==> src/tspr_pkg.sv <==
// Shared types and constants for the tile/sprite pixel renderer.
// No dependencies; imported by every module of the block.
`default_nettype none
package tspr_pkg;

    localparam int SPRITE_COUNT_DEF = 40;
    localparam int SCREEN_WIDTH_DEF = 160;

    localparam int VRAM_AW   = 13;
    localparam int OAM_BYTES = 160;
    localparam int OAM_WORDS = 40;
    localparam int OAM_AW    = 6;
    localparam int CFG_AW    = 5;

    typedef enum logic [1:0] {
        CMD_VRAM_WR = 2'd0,
        CMD_OAM_WR  = 2'd1,
        CMD_RENDER  = 2'd2,
        CMD_NONE    = 2'd3
    } cmd_t;

    typedef enum logic [2:0] {
        REG_LCDC = 3'd0,
        REG_SCY  = 3'd1,
        REG_SCX  = 3'd2,
        REG_WY   = 3'd3,
        REG_WX   = 3'd4
    } reg_idx_t;

    typedef enum logic [1:0] {
        OP_VRAM   = 2'd0,
        OP_OAM    = 2'd1,
        OP_RENDER = 2'd2
    } op_t;

    typedef struct packed {
        op_t                  op;
        logic [VRAM_AW-1:0]   addr;
        logic [7:0]           data;
        logic [7:0]           line;
        logic [7:0]           column;
    } item_t;

    typedef struct packed {
        logic [7:0] lcdc;
        logic [7:0] scy;
        logic [7:0] scx;
        logic [7:0] wy;
        logic [7:0] wx;
    } cfg_t;

    typedef struct packed {
        logic clearing;
        logic idle;
    } back_status_t;

    typedef enum logic [3:0] {
        ST_CLEAR,
        ST_IDLE,
        ST_BMAP,
        ST_BLO,
        ST_BHI,
        ST_BEND,
        ST_SOAM,
        ST_SCHK,
        ST_SLO,
        ST_SHI,
        ST_OUT
    } state_t;

endpackage
`default_nettype wire

==> src/tspr_front.sv <==
// Command front end: takes commands, drops ones with no effect, and queues
// the rest for the render engine. Depends on tspr_pkg.
`default_nettype none
module tspr_front
    import tspr_pkg::*;
(
    input  wire logic               clk,
    input  wire logic               rst_n,
    input  wire logic               start,
    output logic                    busy,
    input  wire logic [1:0]         command,
    input  wire logic [VRAM_AW-1:0] mem_address,
    input  wire logic [7:0]         mem_data,
    input  wire logic [7:0]         line,
    input  wire logic [7:0]         column,
    input  wire back_status_t       status,
    output logic                    q_valid,
    output item_t                   q_item,
    input  wire logic               q_pop
);

    item_t      q_reg [2];
    logic       wr_ptr_reg, wr_ptr_next;
    logic       rd_ptr_reg, rd_ptr_next;
    logic [1:0] count_reg, count_next;
    logic       accept;
    logic       keep;
    item_t      in_item;

    assign busy    = (count_reg == 2'd2) || status.clearing;
    assign accept  = start && !busy;
    assign q_valid = (count_reg != 2'd0);
    assign q_item  = q_reg[rd_ptr_reg];

    always_comb
    begin
        in_item.addr   = mem_address;
        in_item.data   = mem_data;
        in_item.line   = line;
        in_item.column = column;
        keep           = 1'b0;
        in_item.op     = OP_RENDER;
        unique case (cmd_t'(command))
            CMD_VRAM_WR:
            begin
                in_item.op = OP_VRAM;
                keep       = 1'b1;
            end
            CMD_OAM_WR:
            begin
                in_item.op = OP_OAM;
                keep       = ({1'b0, mem_address} < 14'(OAM_BYTES));
            end
            CMD_RENDER:
            begin
                in_item.op = OP_RENDER;
                keep       = 1'b1;
            end
            default:
            begin
                keep = 1'b0;
            end
        endcase
    end

    always_comb
    begin
        wr_ptr_next = wr_ptr_reg;
        rd_ptr_next = rd_ptr_reg;
        count_next  = count_reg;
        if (accept && keep)
        begin
            wr_ptr_next = ~wr_ptr_reg;
        end
        if (q_pop)
        begin
            rd_ptr_next = ~rd_ptr_reg;
        end
        count_next = count_reg + 2'(accept && keep) - 2'(q_pop);
    end

    always_ff @(posedge clk or negedge rst_n)
    begin
        if (!rst_n)
        begin
            wr_ptr_reg <= 1'b0;
            rd_ptr_reg <= 1'b0;
            count_reg  <= 2'd0;
        end
        else
        begin
            wr_ptr_reg <= wr_ptr_next;
            rd_ptr_reg <= rd_ptr_next;
            count_reg  <= count_next;
        end
    end

    always_ff @(posedge clk)
    begin
        if (accept && keep)
        begin
            q_reg[wr_ptr_reg] <= in_item;
        end
    end

endmodule
`default_nettype wire

==> config.mk <==
export PLATFORM = sky130hd
export DESIGN_NAME = tspr_front
export DESIGN_NICKNAME = d
export VERILOG_FILES = /design/src/tspr_pkg.sv /design/src/tspr_front.sv
export SDC_FILE = /design/constraint.sdc
export NUM_CORES = 1
export LEC_CHECK = 0
export ABC_AREA = 1
export BUFFER_PORTS_ARGS = -buffer_cell sky130_fd_sc_hd__buf_2
export CAP_MARGIN = 20
export CORE_ASPECT_RATIO = 0.9
export CORE_UTILIZATION = 41
export CTS_BUF_LIST = sky130_fd_sc_hd__clkbuf_16
export DETAILED_ROUTE_END_ITERATION = 6
export PLACE_DENSITY = 0.69
export SLEW_MARGIN = 0
export SYNTH_ARGS = -nofsm -noshare
export SYNTH_HDL_FRONTEND = slang
export SYNTH_SLANG_ARGS = --single-unit
==> constraint.sdc <==
create_clock -name clk -period 6.65 [get_ports clk]
set_input_delay 1.33 -clock clk [delete_from_list [all_inputs] [get_ports clk]]
set_output_delay 1.33 -clock clk [all_outputs]
set_load 0.05 [all_outputs]
After elaboration in Yosys (flattened, before gate mapping)
Memory sizes are Yosys's and may differ from the RTL's.
Index checks and enable logic that the tools add are counted.
{"block": "word_totals", "reg_bits": 4, "mem_bits_rw": 78, "in_bits": 45, "output_inout_bits": 41, "word_cells": 23, "memories": 1}
{"name": "q_reg", "words": 2, "width": 39, "rd": 1, "rd_ports_with_merged_regs": 0, "write_ports": 1, "line": "tspr_front.sv:22", "text": "item_t q_reg [2];"}
{"block": "op_classes", "add_sub_neg": 2, "magnitude_cmp": 1, "n_eq_ne": 3, "mux": 4, "bitwise": 2, "n_reduce_logical": 7}
{"cell": "less-than comparator 13 x 8 -> 1 bit, second input constant", "count": 1}
{"cell": "== test 2 bit, second input constant", "count": 2}
{"cell": "case mux 2 bit (2 select lines)", "count": 1}
{"cell": "adder 2 x 1 -> 2 bit", "count": 1}
{"cell": "== test 2 x 1 -> 1 bit, second input constant", "count": 1}
{"cell": "logical AND 1 bit", "count": 2}
{"cell": "logical NOT 2 bit", "count": 1}
{"cell": "two-way mux 1 bit", "count": 2}
{"cell": "NOT 1 bit", "count": 2}
{"cell": "case mux 1 bit (2 select lines)", "count": 1}
{"cell": "nonzero test 2 bit", "count": 1}
{"cell": "OR reduction 2 bit", "count": 1}
{"cell": "subtractor 2 x 1 -> 2 bit", "count": 1}
{"cell": "logical NOT 1 bit", "count": 1}
{"cell": "logical OR 1 bit", "count": 1}

Longest topological paths before layout
{"block": "logic_depth", "word_depth": 7, "ltp_mapped": 9, "depth_no_buf": 9}

Worst setup path after synthesis
OpenSTA, ideal clock, no wires.
{"block": "synth_timing", "kind": "input port to flip-flop", "from": "input status[1] in the netlist's numbering", "to": "memory q_reg[1][0] in the netlist's numbering, enable pin", "setup_time_ps": 435, "arrival_time_ps": 3589, "required_time_ps": 6215, "path_slack_ps": 2626, "cell_stages": 4, "path_buffers": 0, "path_cell_list": "o21bai_2 -> nor2_1 -> nand2_1 -> nor2_1"}
{"block": "synth_via", "elab_chain_len": 6}
{"element": "from (decl)", "line": "tspr_front.sv:16", "text": "input wire back_status_t status,"}
{"element": "logical OR 1 bit", "line": "tspr_front.sv:30", "text": "assign busy = (count_reg == 2'd2) || status.clearing;"}
{"element": "logical NOT 1 bit", "line": "tspr_front.sv:31", "text": "assign accept = start && !busy;"}
{"element": "logical AND 1 bit", "line": "tspr_front.sv:31"}
{"element": "logical AND 1 bit", "line": "tspr_front.sv:100", "text": "if (accept && keep)"}
{"element": "two-way mux 1 bit", "line": "tspr_front.sv:100"}
{"element": "two-way mux 1 bit (implied by the code)", "line": "tspr_front.sv:102", "text": "q_reg[wr_ptr_reg] <= in_item;"}
{"element": "to (decl)", "line": "tspr_front.sv:22"}
No other way between the ends.

==> out/results.ini <==
[clocking]
cts_buffer_depth=2
cts_root_buf=clkbuf_16
hold_buffers=0
cts_buffers=9
cts_resized=0
htree_levels=3
cts_tree=built
cts_setup_buffers=0
cts.sinks=82
insertion_delay_ps=320
cts.clk_slew.worst_paths_ps=60

[setup_path]
cp_slowest_cell=dfrtp_2
crit_buf_inv=1
slowest_delay_ps=980
cp.arrival_ps=1960
required_ps=5320
end_kind=output port
start_kind=flop
critPathKind=flop to output port
path_max_fanout=40
path_delay_family=flip-flops
path_cells=mux2_2, buf_2

[synth]
ys_seq_area_share_pct=79.09
syn_inst=154
syn_nets=201
netlist_area_um2=3088
yosys_warnings=0
ys_seq_elements=82
ys_types=14
synth_top_area_share_pct=75.85
synth_area_leaders=edfxtp_1 76%, mux2_2 14%, dfrtp_1 3.2%, buf_6 1.5%, nor2_1 0.97%
syn_avg_cell_area_um2=20.05
synth_area_leader_cell=edfxtp_1

[die]
die_h_um=84.33
die_x_um=93.48
ios=86
start_util_pct=42.98
core-area_um2=7184
die-area_um2=7883
rows=29

[power_and_ir_drop]
power.clock.fraction_pct=27.9
power.density_nw_per_um2=429.8
combPwrFrac_pct=31.9
power_switching_uw=609.6
p_int_mw=1.066
seqPwrFrac_pct=40.2
ir_drop_mv=0.2430
leakagePower_nw=1.489
total_power_mw=1.676
swShare_pct=36.38

[global_route]
grt_start_max_net_pins=41
grt_pass1_wl_mm=7.879
grt_pass1_vias=1619
grt_overflow=0
antenna_found_initial=0
grt.total_usage_pct=13.50

[route]
routed_wl_mm=5.124
wire_per_inst_um=14.90
antenna_left=0
drt-initial-drc-count=32
dr.pass1.iters=4
vias=1625
drt_drc_violations_left=0
vias_per_cell=4.724

[timing]
fin_crit_sh_pct=49.42
slew_violations=0
rsz0062_at_grt=false
layout_min_cycle_time_ps=3286
tns_ps=0
finClkSkew_ps=3.739
hold_violations=0
tightestPinTransition_ps=933.9
fmax_mhz=304.3
relSlewSlack_pct=37.74
finalSetupViolCount=0

[layout]
finalNonFillerCells=344
layout_commonest_cell=buf_2
largest_reg_flops=78
drive_gt1_share_pct=56.97
syn2layout_area_growth_pct=26.26
final_cell_mix=84 x buf_2, 78 x edfxtp_1, 39 x mux2_2, 9 x clkbuf_16, 8 x inv_1
insertedDiodeCount=0
finalNetCount=293

[placed_design]
numPortBuffers=84
dpl.hpwl_mm=3.313
gp_congestion=0.6875
dp.cells=328

[run]
drv_cap=0

[min_path]
hold_class=flop to flop

[status]
status=completed

-- metal layers --
layer,routed length [um],share of wire (%),track usage [%]
met3,440,8.6,5.707
met4,63,1.2,4.615
met1,2142,42,15.95
met5,0,0,0
met2,2478,48,22.19
-- synth_stat cells --
master and instances:
buf_6 4, nor2_1 8, mux2_2 39, xnor2_1 1
or2_2 1, edfxtp_1 78, clkbuf_1 1, nand2_1 3
o21bai_2 2, dfrtp_1 4, ha_1 2, nand3_1 2
inv_1 7, xor2_1 2
-- path summary, 6_finish.rpt --
kind                       slack, ps  cells after the start         start            to
setup / recovery                3360                      2    rd_ptr_reg    q_item[26]
hold / removal                   500                      2    wr_ptr_reg    wr_ptr_reg
setup reg to reg                4790                      6  count_reg[1]  q_reg[0][15]
hold reg to reg                  500                      2    wr_ptr_reg    wr_ptr_reg
max in group asynchronous       5700                      1         rst_n    rd_ptr_reg
min in group asynchronous        810                      1         rst_n  count_reg[0]
-- logic make-up (layout without fill, tap and decap cells) --
logic type                 Yosys count  in the layout  share of synthesized area (%)
AOI/OAI and AO/OA                    2              2                         0.7293
buffers and inverters               12            109                          2.431
adders and majority gates            2              2                         0.8102
muxes                               39             39                          14.22
xor gates and xnor gates             3              3                         0.8510
DFF                                 82             82                          79.09
and+or+nand+nor                     14             14                          1.864
-- power groups by stage --
stage	Combinational [mW]	Clock, mW	Sequential (mW)
6_report	0.535	0.467	0.673
5_1_grt	0.559	0.497	0.684
4_1_cts	0.540	0.479	0.676
3_5_place_dp	0.539	0	0.686
3_3_place_gp	0.533	0	0.685
2_1_floorplan	0.490	0	0.638
-- per-stage QoR --
step	area, um^2	hold slack [ps]	setup slack (ps)	utilization, %
floorplan	3088	441.9	2626	-
global placement	3592	457.1	3357	50.00
detailed placement	3612	497.9	3503	50.28
CTS	3899	513.2	3330	54.27
global route	3899	547.2	3246	54.27
finish	3899	504.8	3364	54.27
-- area by class of cell --
type                       count  area (um^2)
sequential                    82         2444
tap                           93        116.4
clock inverter                 7        61.31
timing repair buffer          86        447.9
inverter                       7        26.28
fill                         608         3286
multi-input combinational     60        578.1
clock buffer                   9        225.2
-- worst min-delay path, stage by stage, from the launching register on --
cell,delay (ps)
dfrtp_1,360
nand2_1,60
nand2_1,50
Power figures use the tool's default switching activity.
